==> src/rtl/hsn_ram.sv <==
// ----------------------------------------------------------------------------
// hsn_ram
// Generic simple dual-port RAM: one write port, one read port, registered read.
// ----------------------------------------------------------------------------
module hsn_ram #(
  parameter int WIDTH = 8,
  parameter int DEPTH = 256
) (
  input  logic                     clk,
  input  logic                     we,
  input  logic [$clog2(DEPTH)-1:0] waddr,
  input  logic [WIDTH-1:0]         wdata,
  input  logic [$clog2(DEPTH)-1:0] raddr,
  output logic [WIDTH-1:0]         rdata
);

  logic [WIDTH-1:0] mem [DEPTH];

  // Write port and registered read port.
  always_ff @(posedge clk) begin
    if (we) begin
      mem[waddr] <= wdata;
    end
    rdata <= mem[raddr];
  end

endmodule

==> config.mk <==
export PLATFORM = sky130hd
export DESIGN_NAME = hsn_ram
export DESIGN_NICKNAME = d
export VERILOG_FILES = /design/src/rtl/hsn_ram.sv
export SDC_FILE = /design/constraint.sdc
export NUM_CORES = 2
export LEC_CHECK = 0
export ABC_AREA = 0
export BUFFER_PORTS_ARGS = -buffer_cell sky130_fd_sc_hd__buf_2
export CAP_MARGIN = 10
export CORE_MARGIN = 2
export CORE_UTILIZATION = 68
export DETAILED_ROUTE_END_ITERATION = 10
export PLACE_DENSITY_LB_ADDON = 0.1
export SETUP_SLACK_MARGIN = 0.15
export SLEW_MARGIN = 40
export SYNTH_ARGS = -nofsm -noshare
export SYNTH_HDL_FRONTEND = slang
export SYNTH_SLANG_ARGS = --single-unit
==> constraint.sdc <==
create_clock -name clk -period 6.08 [get_ports clk]
set_clock_uncertainty 0.1 [all_clocks]
set_input_delay 0.912 -clock clk [delete_from_list [all_inputs] [get_ports clk]]
set_output_delay 0.912 -clock clk [all_outputs]
set_load 0.01 [all_outputs]
# Word-level counts from Yosys, hierarchy flattened

Memories as Yosys holds them, arrays and structs flattened. A register that Yosys moved wholly into a read port is not among the register bits.
Index checks and enable logic that the tools add are counted.

Mux-type cells: 2

Operators with widths:

| kind   | number |
|---|---|
| $mux 1 | 2 |

Output and inout port bits: 8
Bits of input ports: 26
Memories kept: 1
Bits in registers: 0
Word-level logic and storage cells: 3
Bits in writable memories: 2,048

Memories:

| memory | words | width | read ports | clocked after Yosys merged registers in | write ports | line | RTL |
|---|---|---|---|---|---|---|---|
| mem    | 256   | 8     | 1          | 1                                       | 1           | 17   | `logic [WIDTH-1:0] mem [DEPTH];` |

# Longest topological paths before layout

Depth after elaboration: 2
Depth in mapped cells: 11
Mapped depth without buffers: 6

# Worst setup path after synthesis

Ideal clock, no wire load.

Kind: input to register
Start: input port raddr[0]
End: register rdata[2] (read register of mem)
Path buffers: 4
Setup time: 0.131 ns
Data required time: 5.849 ns
Arrival time: 2.719 ns
Path slack: 3.130 ns
Stages on the path: 9
Cells stage by stage: buf_6 -> buf_12 -> buf_8 -> buf_2 -> mux4_2 -> a22oi_1 -> a21oi_1 -> nor4_1 -> nor4_2

RTL lines:

| item        | line | RTL |
|---|---|---|
| from (decl) | 13   | `input logic [$clog2(DEPTH)-1:0] raddr,` |
| to (decl)   | 14   | `output logic [WIDTH-1:0] rdata` |

==> flow_summary.toml <==
[status]
status = "completed"

[sta]
rsz0062_at_grt = "false"
slew_violations = 0
setup_violations = 0
min_period_over_period_pct = 61.6
max_freq_mhz = 267
hold_violations = 0
hold_ws_ns = 0.325
tns_ns = 0
worst_slack_ns = 2.33
slew_headroom_pct = 40.3
fin_crit_ns = 3.75
tightest_slew_ns = 0.887

[worst_setup_path]
worstPathRequired_ns = 6.66
ff2ff_path_depth = 6
regToRegSetupSlack_ns = 3.21
startpoint_type = "primary input"
arrival_ns = 4.32
path_class = "in2reg"
crit_path_end_kind = "flop"
critPathMaxFanout = 32

[yosys]
synthAdderAreaFrac_pct = 0
synth_top_family_by_area = "multiplexers"
ys_seq_elements = 2056
syn_area_sq_um = 79600
synthCells = 3733
yosys.cell_types.count = 55
muxShareOfSynthArea_pct = 14.6
synthArstFlopShare_pct = 0
synth_edf_count = 2048
yosysSeqAreaShare_pct = 77.5
synth_compound_area_share_pct = 3.42
ys.flop_type = "edfxtp_1"
yosys.area_share.simple_pct = 2.63
syn_avg_cell_area_sq_um = 21.3
synth_warnings = 0
synth_xor_area_share_pct = 0
syn_nets = 3759

[route]
drc = 0
routed_wl_um = 193000
wl_per_cell_um = 34.9
viasPerCell = 7.21
dr.pass1.iters = 6
ant_nets = 0
vias = 39900
drt_iter0_markers = 6096

[hold_path]
hp-class = "in2reg"
hold-path-cell-count = 1

[floorplan]
core-area_sq_um = 116000
start_util_pct = 68.6
die_area_sq_um = 120000
die_h_um = 346
io_pins = 34
fp-row-count = 125
die_w_um = 346

[layout]
fillers = 6077
drive_above_1_share_pct = 25.3
final_nets = 3863
fin_util_pct = 76.0
synthToLayoutAreaGrowth_pct = 10.9

[cts]
ctsHtreeMaxLevel = 4
cts_hold_buf = 0
clock_path_buffers = 3
cts_tree = "done"
clk_latency_ns = 0.81
postCtsSetupBuffers = 0
cts_sinks = 2056
cts_resized = 0
cts_buffers = 193
clk_pin_slew_ns = 0.06
cts_root_buf = "clkbuf_16"

[grt]
grt_pass1_vias = 40100
grt_usage_pct = 33.1
grt_overflow = 0
grt_pass1_wl_um = 282000
antenna_found_initial = 13
grt_max_degree = 161

[power]
p_seq_share_pct = 54.0
swShare_pct = 20.8
p_leak_nw = 27.1
power.switching_mw = 6.05
intPower_mw = 23.0
power_frac_clock_pct = 41.1
vdd_ir_drop_max_v = 0.000310
fin_total_pwr_mw = 29.0
powerDensity_nw_per_um2 = 329
p_comb_share_pct = 4.9

[placement]
dp_slack_ns = 1.49
portBuffers = 33
gp_congestion = 0.868
dp_hpwl_um = 117000

[run]
max_cap_viol_count = 0
[area by class of cell]
class	count	area (sq um)	area share (%)
Multi-Input combinational cell	1442	17000	19.2
Sequential cell	2056	61700	69.9
Tap cell	1524	1910	2.16
Inverter	2	7.51	0.00851
Timing Repair Buffer	142	1430	1.62
Clock inverter	121	1130	1.28
Clock buffer	234	5110	5.79
Antenna cell	11	27.5	0.0312
[metrics by stage]
stage | std cells | area [sq um]
3_5_place_dp | 5158 | 81500
2_1_floorplan | 3733 | 79600
4_1_cts | 5513 | 87800
6_report | 5532 | 88200
3_3_place_gp | 5153 | 81300
5_1_grt | 5525 | 88200
[final timing paths]
kind                        start              endpoint
min                      wdata[5]  mem[67][5]$_DFFE_PP_
max                      raddr[0]      rdata[5]$_DFF_P_
max reg2reg  mem[82][3]$_DFFE_PP_      rdata[3]$_DFF_P_
min reg2reg  mem[32][5]$_DFFE_PP_      rdata[5]$_DFF_P_
[flip-flops by register name, indices dropped and copies added (netlist names)]
name   count
mem     2048
rdata      8
[power by group through the flow]
stage	Combinational, mW	Sequential [mW]	Clock (mW)
after global routing	1.48	15.6	12.5
after CTS	1.39	15.7	12.0
final	1.42	15.7	11.9
after detailed placement	1.38	16.0	0
after floorplan	0.759	15.9	0
after global placement	1.32	16.0	0
[critical path: stages]
cell	delay, ns
buf_8	0.36
buf_12	0.34
buf_4	0.40
mux4_2	0.55
a22o_1	0.24
a221oi_1	0.54
o221ai_1	0.27
a211oi_2	0.55
nor4_1	0.09
[logic make-up after synthesis]
family / Yosys count
multiplexers: 591
buffers and inverters: 235
AO/OA/AOI/OAI: 385
AND/OR/NAND/NOR: 466
flip-flops: 2056
[Yosys cell counts, drive strengths merged (2+ instances only)]
| library cell | instances | area share, % |
|---|---|---|
| o22a | 5 | 0.055 |
| nand2b | 8 | 0.063 |
| mux4 | 456 | 13 |
| o32ai | 5 | 0.064 |
| o221ai | 47 | 0.53 |
| o22ai | 28 | 0.22 |
| a22oi | 133 | 1.3 |
| nand4 | 10 | 0.079 |
| clkbuf | 111 | 0.52 |
| buf | 122 | 1.3 |
| nor2 | 282 | 1.3 |
| a22o | 8 | 0.088 |
| and3b | 2 | 0.022 |
| nand2 | 33 | 0.16 |
| nand3b | 2 | 0.019 |
| nor2b | 31 | 0.24 |
| a221oi | 14 | 0.16 |
| o211ai | 10 | 0.094 |
| o21ai | 12 | 0.075 |
| a211oi | 16 | 0.15 |
| mux2i | 134 | 1.7 |
| edfxtp | 2048 | 77 |
| and2 | 6 | 0.047 |
| a21oi | 96 | 0.60 |
| a2111oi | 5 | 0.066 |
| or2 | 4 | 0.031 |
| a31oi | 2 | 0.016 |
| nand3 | 34 | 0.21 |
| dfxtp | 8 | 0.20 |
| nor4 | 27 | 0.24 |
| nor3 | 22 | 0.14 |
| a311oi | 2 | 0.022 |
[placed cells by master (no fill, tap or decap), drive strengths merged, types with 10 or more instances in the layout]
| master | n |
|---|---|
| nand3 | 34 |
| clkbuf | 240 |
| nand4 | 10 |
| nor2 | 282 |
| bufinv | 21 |
| a22oi | 133 |
| diode | 11 |
| o21ai | 12 |
| nor2b | 31 |
| a21oi | 96 |
| buf | 136 |
| clkinv | 88 |
| nand2 | 33 |
| a221oi | 14 |
| a211oi | 16 |
| edfxtp | 2048 |
| nor4 | 27 |
| o211ai | 10 |
| nor3 | 22 |
| clkinvlp | 10 |
| o22ai | 28 |
| mux2i | 134 |
| o221ai | 47 |
| mux4 | 456 |
[layer usage]
metal  vias to the layer above  global-route usage (%)  part of all wire (%)
met1                     20700                    47.0                    36
met2                      2772                    50.0                    48
met4                        10                    13.7                   3.9
met3                       452                    8.78                    12
met5                         -                       0                 0.035
li1                      15900                       -                     -
No activity file was read; power rests on OpenSTA's default activity.
