--- src/rtl/hsn_pkg.sv ---
// ----------------------------------------------------------------------------
// hsn_pkg
// Shared types and constants of the smoothed heightmap normal block.
// ----------------------------------------------------------------------------
package hsn_pkg;

  // Q1.14 value of one.
  localparam logic signed [15:0] UNIT_Q14 = 16'sd16384;

  // Configuration register indexes.
  localparam logic CFG_GRID_SIZE    = 1'b0;
  localparam logic CFG_GRID_SPACING = 1'b1;

  // Accumulated vertex normal, 18-bit signed components.
  typedef struct packed {
    logic signed [17:0] x;
    logic signed [17:0] y;
    logic signed [17:0] z;
  } vec18_t;

  // Unit normal in Q1.14.
  typedef struct packed {
    logic signed [15:0] x;
    logic signed [15:0] y;
    logic signed [15:0] z;
  } vec16_t;

  // One line store entry: height of the row above and the normal sum.
  typedef struct packed {
    logic signed [15:0] height;
    vec18_t             sum;
  } line_entry_t;

  // Widen a unit normal for accumulation.
  function automatic vec18_t widen(input vec16_t v);
    vec18_t w;
    w.x = 18'(v.x);
    w.y = 18'(v.y);
    w.z = 18'(v.z);
    return w;
  endfunction

  // Component-wise sum.
  function automatic vec18_t add_vec(input vec18_t a, input vec18_t b);
    vec18_t s;
    s.x = a.x + b.x;
    s.y = a.y + b.y;
    s.z = a.z + b.z;
    return s;
  endfunction

endpackage

--- src/rtl/hsn_norm.sv ---
// ----------------------------------------------------------------------------
// hsn_norm
// Sequential vector normalizer: squared length with one multiplier, bit-serial
// square root, then a restoring divider for each component. Result is Q1.14,
// rounded half away from zero, saturated to one; zero length gives (0,1,0).
// ----------------------------------------------------------------------------
module hsn_norm
  import hsn_pkg::*;
(
  input  logic   clk,
  input  logic   rst,
  input  logic   start,
  input  vec18_t vec_in,
  output logic   done,
  output vec16_t vec_out
);

  typedef enum logic [2:0] {
    N_IDLE, N_SQ, N_CHK, N_ROOT, N_DIV, N_DONE
  } nstate_t;

  nstate_t            state;
  vec18_t             vec;
  logic [1:0]         k;
  logic [3:0]         cnt;
  logic [37:0]        acc;
  logic [63:0]        rad;
  logic [63:0]        root;
  logic [63:0]        bitv;
  logic [31:0]        q;
  logic [31:0]        rem;
  logic [15:0]        quot;

  logic signed [17:0] comp;
  logic [17:0]        mag;
  logic [35:0]        sq;
  logic [63:0]        trial;
  logic [32:0]        rem2;
  logic               take;
  logic [15:0]        quot_fin;
  logic [16:0]        rounded;
  logic [15:0]        sat;
  logic signed [15:0] res;

  // Component selected by the index and its magnitude.
  always_comb begin
    case (k)
      2'd0:    comp = vec.x;
      2'd1:    comp = vec.y;
      default: comp = vec.z;
    endcase
    mag = comp[17] ? 18'(-comp) : 18'(comp);
  end

  assign sq = mag * mag;

  // One square root step and one division step.
  assign trial    = root + bitv;
  assign rem2     = {rem, 1'b0};
  assign take     = rem2 >= {1'b0, q};
  assign quot_fin = {quot[14:0], take};
  assign rounded  = ({1'b0, quot_fin} + 17'd1) >> 1;
  assign sat      = (rounded > 17'd16384) ? 16'd16384 : rounded[15:0];
  assign res      = comp[17] ? -$signed(sat) : $signed(sat);

  assign done = state == N_DONE;

  // Sequencer.
  always_ff @(posedge clk) begin
    if (rst) begin
      state <= N_IDLE;
    end else begin
      case (state)
        N_IDLE: begin
          if (start) begin
            vec   <= vec_in;
            k     <= 2'd0;
            acc   <= '0;
            state <= N_SQ;
          end
        end
        N_SQ: begin
          acc <= acc + 38'(sq);
          if (k == 2'd2) begin
            state <= N_CHK;
          end else begin
            k <= k + 2'd1;
          end
        end
        N_CHK: begin
          if (acc == '0) begin
            vec_out.x <= '0;
            vec_out.y <= UNIT_Q14;
            vec_out.z <= '0;
            state     <= N_DONE;
          end else begin
            rad   <= {acc, 26'd0};
            root  <= '0;
            bitv  <= 64'd1 << 62;
            state <= N_ROOT;
          end
        end
        N_ROOT: begin
          if (bitv == '0) begin
            q     <= root[31:0];
            k     <= 2'd0;
            cnt   <= '0;
            quot  <= '0;
            rem   <= {2'b00, vec.x[17] ? 18'(-vec.x) : 18'(vec.x), 12'd0};
            state <= N_DIV;
          end else begin
            if (rad >= trial) begin
              rad  <= rad - trial;
              root <= (root >> 1) + bitv;
            end else begin
              root <= root >> 1;
            end
            bitv <= bitv >> 2;
          end
        end
        N_DIV: begin
          rem  <= take ? 32'(rem2 - {1'b0, q}) : rem2[31:0];
          quot <= quot_fin;
          cnt  <= cnt + 4'd1;
          if (cnt == 4'd15) begin
            case (k)
              2'd0:    vec_out.x <= res;
              2'd1:    vec_out.y <= res;
              default: vec_out.z <= res;
            endcase
            quot <= '0;
            if (k == 2'd2) begin
              state <= N_DONE;
            end else begin
              k <= k + 2'd1;
              if (k == 2'd0) begin
                rem <= {2'b00, vec.y[17] ? 18'(-vec.y) : 18'(vec.y), 12'd0};
              end else begin
                rem <= {2'b00, vec.z[17] ? 18'(-vec.z) : 18'(vec.z), 12'd0};
              end
            end
          end
        end
        N_DONE: begin
          state <= N_IDLE;
        end
        default: state <= N_IDLE;
      endcase
    end
  end

endmodule

--- config.mk ---
export PLATFORM = sky130hd
export DESIGN_NAME = hsn_norm
export DESIGN_NICKNAME = d
export VERILOG_FILES = /design/src/rtl/hsn_pkg.sv /design/src/rtl/hsn_norm.sv
export SDC_FILE = /design/constraint.sdc
export NUM_CORES = 2
export LEC_CHECK = 0
export BUFFER_PORTS_ARGS = -buffer_cell sky130_fd_sc_hd__buf_2
export CORE_MARGIN = 2
export CORE_UTILIZATION = 50
export CTS_CLUSTER_DIAMETER = 50
export DETAILED_ROUTE_END_ITERATION = 16
export PLACE_DENSITY = 0.76
export SLEW_MARGIN = 20
export SYNTH_ARGS = -nofsm -noshare
export SYNTH_HDL_FRONTEND = slang
export SYNTH_SLANG_ARGS = --single-unit
--- constraint.sdc ---
create_clock -name clk -period 20.4 [get_ports clk]
set_input_delay 4.08 -clock clk [delete_from_list [all_inputs] [get_ports clk]]
set_output_delay 4.08 -clock clk [all_outputs]
set_load 0.02 [all_outputs]
* Word level (Yosys, flattened, before mapping)
Index checks and enable logic that the tools add are counted.
** Cells by class
- Add/subtract/negate cells :: 13
- Multipliers :: 1
- Magnitude comparators :: 3
- Eq/ne operators :: 20
- Multiplexer cells :: 49
- Bitwise logic cells :: 1
- Reductions and logical operators :: 21
** Operators with widths (number)
- 2-to-1 mux 64 bit :: 8
- one-hot mux 64 bit (2 select lines) :: 3
- 2-to-1 mux 32 bit :: 4
- 2-to-1 mux 48 bit :: 2
- one-hot mux 48 bit (2 select lines) :: 1
- 2-to-1 mux 16 bit :: 5
- one-hot mux 38 bit (2 select lines) :: 1
- 2-to-1 mux 18 bit :: 4
- negation 18 bit :: 4
- adder 63 x 64 -> 64 bit :: 1
- adder 64 bit :: 1
- greater-or-equal comparator 64 bit :: 1
- zero test 64 bit :: 1
- one-hot mux 32 bit (2 select lines) :: 1
- subtractor 64 bit :: 1
- adder 38 x 36 -> 38 bit :: 1
- zero test 38 bit :: 1
- 2-to-1 mux 38 bit :: 1
- multiplier 18 x 18 -> 36 bit :: 1
- one-hot mux 18 bit (2 select lines) :: 1
- greater-or-equal comparator 33 x 32 -> 1 bit :: 1
- subtractor 32 bit :: 1
- 2-to-1 mux 15 bit :: 2
- 2-to-1 mux 30 bit :: 1
- 29 further kinds :: 60
** Storage, ports and cells
- Flip-flop bits (word level) :: 420
- Output and inout port bits :: 49
- Logic and storage cells :: 124

* Depth between registers and ports, before layout
- Depth after elaboration :: 9
- Mapped depth :: 39
- Gate-level depth less buffers :: 37

* Worst setup path after synthesis
Ideal clock, no wire load.
- Path type :: in2reg
- From :: in rst
- To :: reg bitv[0] (enable)
- Data arrival time :: 9115 ps
- Required time :: 19818 ps
- Slack :: 10703 ps
- Stages :: 4
- Cells stage by stage :: clkbuf_1 nor2_1 nand2_1 a21oi_1
** Between the ends
- Cells in the longest elaborated chain, start to end :: 2
** Ends and longest elaborated chain
- start, declared :: RTL line hsn_norm.sv:11 : input logic rst,
- inverter 1 bit (no source line)
- AND reduction 4 bit (no source line)
- end signal, assigned :: RTL line hsn_norm.sv:99 : bitv <= 64'd1 << 62;
- end signal, assigned :: RTL line hsn_norm.sv:118 : bitv <= bitv >> 2;
- end, declared :: RTL line hsn_norm.sv:29 : logic [63:0] bitv;
No other way between the ends.
A chain may end at the register's enable or synchronous reset.

* Worst setup path after layout
- From :: reg k[1]
- To :: reg acc[36] (data pin)
** Between the ends
- Cells in the longest elaborated chain, start to end :: 7
- Elaborated cells on any way between the ends :: 8
- Classes of those cells :: 2 x add/sub; 1 x mul; 1 x eq/ne; 3 x mux; 1 x reduce/logical
** Ends and longest elaborated chain
- start, declared :: RTL line hsn_norm.sv:24 : logic [1:0] k;
- start signal, assigned :: RTL line hsn_norm.sv:87 : k <= k + 2'd1;
- start signal, assigned :: RTL line hsn_norm.sv:135 : k <= k + 2'd1;
- == test 2 x 1 -> 1 bit or zero test 2 bit (tied branches) :: RTL line hsn_norm.sv:47 : case (k)
- one-hot mux 18 bit (2 select lines) (*) :: RTL line hsn_norm.sv:47
- negation 18 bit :: RTL line hsn_norm.sv:52 : mag = comp[17] ? 18'(-comp) : 18'(comp);
- 2-to-1 mux 18 bit (*) :: RTL line hsn_norm.sv:52
- multiplier 18 x 18 -> 36 bit (*) :: RTL line hsn_norm.sv:55 : assign sq = mag * mag;
- adder 38 x 36 -> 38 bit (*) :: RTL line hsn_norm.sv:83 : acc <= acc + 38'(sq);
- one-hot mux 38 bit (2 select lines) (*) :: RTL line hsn_norm.sv:73 : case (state)
- end signal, assigned :: RTL line hsn_norm.sv:83
- end, declared :: RTL line hsn_norm.sv:26 : logic [37:0] acc;
Every way passes the cells marked *; elsewhere a longest branch is shown, timed or not.

==> flow_summary.ini <==
[critical_path]
start_kind = flip-flop
crit_type = flip-flop to flip-flop
r2r-end = acc[36]
end_kind = flip-flop
regToRegStartpoint = k[1]
r2r_cells = 32
critPathMaxFanout = 25
slowest_delay_ns = 0.77
r2r_slack_ns = 9.25
crit_path_top_delay_cell = xor2_1
worstPathRequired_ns = 20.72
worstPathArrival_ns = 11.47

[die]
io_pins = 106
coreArea_um2 = 74400
die_w_um = 278
start_util_pct = 50.5
placementRows = 100
die_h_um = 278
die_area_um2 = 77500

[worst_hold_path]
hold_depth = 0
hp-class = flip-flop to flip-flop
min_from = root[0]
min_to = q[0]

[drt]
drc = 0
ant_nets = 0
via_count = 30400
drtPass1Iterations = 6
wl_per_cell_um = 18.9
via_per_inst = 5.87
drtIter0Drc = 2695
drt_wl_total_mm = 98.0

[sta]
finalCritPeriodShare_pct = 54.6
hold_viol = 0
relSlewSlack_pct = 28.1
fin_tns_setup_ns = 0
timing.final.ws_setup_ns = 9.25
fin_crit_ns = 11.15
setup_viol = 0
final_max_slew_viol_count = 0
rsz0062_at_grt = false
finalClockSkew_ns = 0.0690
tightestPinTransition_ns = 1.08
max_freq_ghz = 0.0897

[global_route]
met1_usage_pct = 32.7
grtUsageMet3_pct = 4.92
grt_max_degree = 89
grt_pass1_wl_mm = 156
grt_pass1_vias = 29700
antenna_found_initial = 1
top_usage_layer = met2
grtUsageMet2_pct = 41.2
grt.overflow.total = 0
grt_use_total_pct = 25.1

[layout]
fin_nets = 4766
drive_above_1_share_pct = 7.54
areaGrowthSynthToFinish_pct = 9.04
diodes = 0
nFillCells = 6548
final_cell_count_no_fill = 5184
fin_util_pct = 55.1

[synthesis]
synthDistinctLibCells = 98
syn_inst = 4119
synthesis.area_um2 = 37600
synth.top_cell.area_share_pct = 30.7
synth-main-ff-cell = edfxtp_1
synth.yosys.seq_area_share_pct = 30.9
synth_common_cells = inv_1 (502), nor2_1 (389), edfxtp_1 (385)
synthArstFlopShare_pct = 0
synth_area_per_cell_um2 = 9.13
yosysMostFrequentCell = inv_1
synth_edf_count = 385
synth_top_cells_by_area = edfxtp_1 (31%), fa_1 (13%), ha_1 (9.6%), inv_1 (5.0%), xnor2_1 (3.9%)
yosysWarnings = 0
synth_top_area_cell = edfxtp_1
synth_seq_cells = 388

[cts]
clkSinkCount = 388
clk_latency_ns = 0.65
cts_max_level = 2
cts_root_buffer = clkbuf_16
numCtsBuffers = 55
cts_tree = built
postCtsResizedCells = 0
clk_pin_slew_worst_paths_ns = 0.06
cts_hold_buf = 0
postCtsSetupBuffers = 0
clock_path_buffers = 3

[outcome]
status = complete, no violations

[place]
placed_cells = 5080
post-dp-hpwl_mm = 75.9
place.gp.congestion = 1.02
place_ws_ns = 9.43
port_buffers = 105

[run]
maxCapViolCount = 0
## placed cells by master, fill, tap and decap left out, types with 62 or more instances in the layout
| master | Yosys | routed |
|---|---|---|
| a21o_1 | 82 | 81 |
| a21oi_1 | 230 | 226 |
| a31oi_1 | 77 | 77 |
| and2_1 | 73 | 73 |
| buf_2 | 10 | 105 |
| edfxtp_1 | 385 | 385 |
| fa_1 | 252 | 252 |
| ha_1 | 288 | 288 |
| inv_1 | 502 | 501 |
| nand2_1 | 384 | 384 |
| nand3_1 | 62 | 62 |
| nand4_1 | 63 | 63 |
| nor2_1 | 389 | 386 |
| o21ai_0 | 239 | 239 |
| xnor2_1 | 169 | 168 |
| xor2_1 | 150 | 150 |
## critical path: cells and delay by family (launching register included)
kind	cells	cell delay (ns)
AND/OR/NAND/NOR	7	1.97
XOR/XNOR	2	0.96
buffers and inverters	7	1.30
AO/OA/AOI/OAI	8	2.22
adder cells (fa/ha/maj)	8	3.93
flip-flops	1	0.40
## cell families (layout without fill, tap and decap cells)
group / count (synthesis) / count (layout) / share of synthesized area, %
AO/OA/AOI/OAI: 942 / 942 / 15.9
XOR/XNOR: 320 / 320 / 7.47
adder cells (fa/ha/maj): 540 / 540 / 23.0
buffers and inverters: 670 / 755 / 6.76
flip-flops: 388 / 388 / 30.9
multiplexers: 15 / 15 / 0.426
other: 2 / 13 / 0.0200
AND/OR/NAND/NOR: 1242 / 1242 / 15.6
## per-stage QoR
step / area, um^2 / hold WS (ns)
2_1_floorplan: 37700 / 0.433
5_1_grt: 41000 / 0.504
3_3_place_gp: 39100 / 0.484
6_report: 41000 / 0.489
3_5_place_dp: 39100 / 0.489
4_1_cts: 41000 / 0.503
## layer usage
metal  part of all wire [%]  routed length [um]
met4                    4.0                3890
met2                     47               46000
met5                  0.010                  10
met3                    7.8                7620
met1                     41               40500
## worst max path at each step
stage / from / end / depth (start not counted)
floorplan: rst / bitv[0] / 4
global placement: k[1] / acc[36] / 32
detailed placement: k[1] / acc[36] / 32
CTS: k[1] / acc[36] / 32
global route: k[1] / acc[36] / 34
finish: k[1] / acc[36] / 32
## area by class of cell
cell class	instances	area, um^2	area share (%)
tap	969	1210	2.96
clock buffer	58	1390	3.38
inverter	512	1920	4.69
multi-input combinational	3072	23600	57.5
clock inverter	45	492	1.20
sequential	388	11600	28.3
timing repair buffer	140	801	1.95
## sequential cells by signal, indices dropped and copies added (netlist names), 4 cells and up
register / flops
vec: 54
quot: 15
root: 64
vec_out: 48
bitv: 32
rem: 32
cnt: 4
q: 32
acc: 38
rad: 64
Power is not shown: default switching activity piles up to over one toggle a cycle in this logic, so the estimate is an artifact.
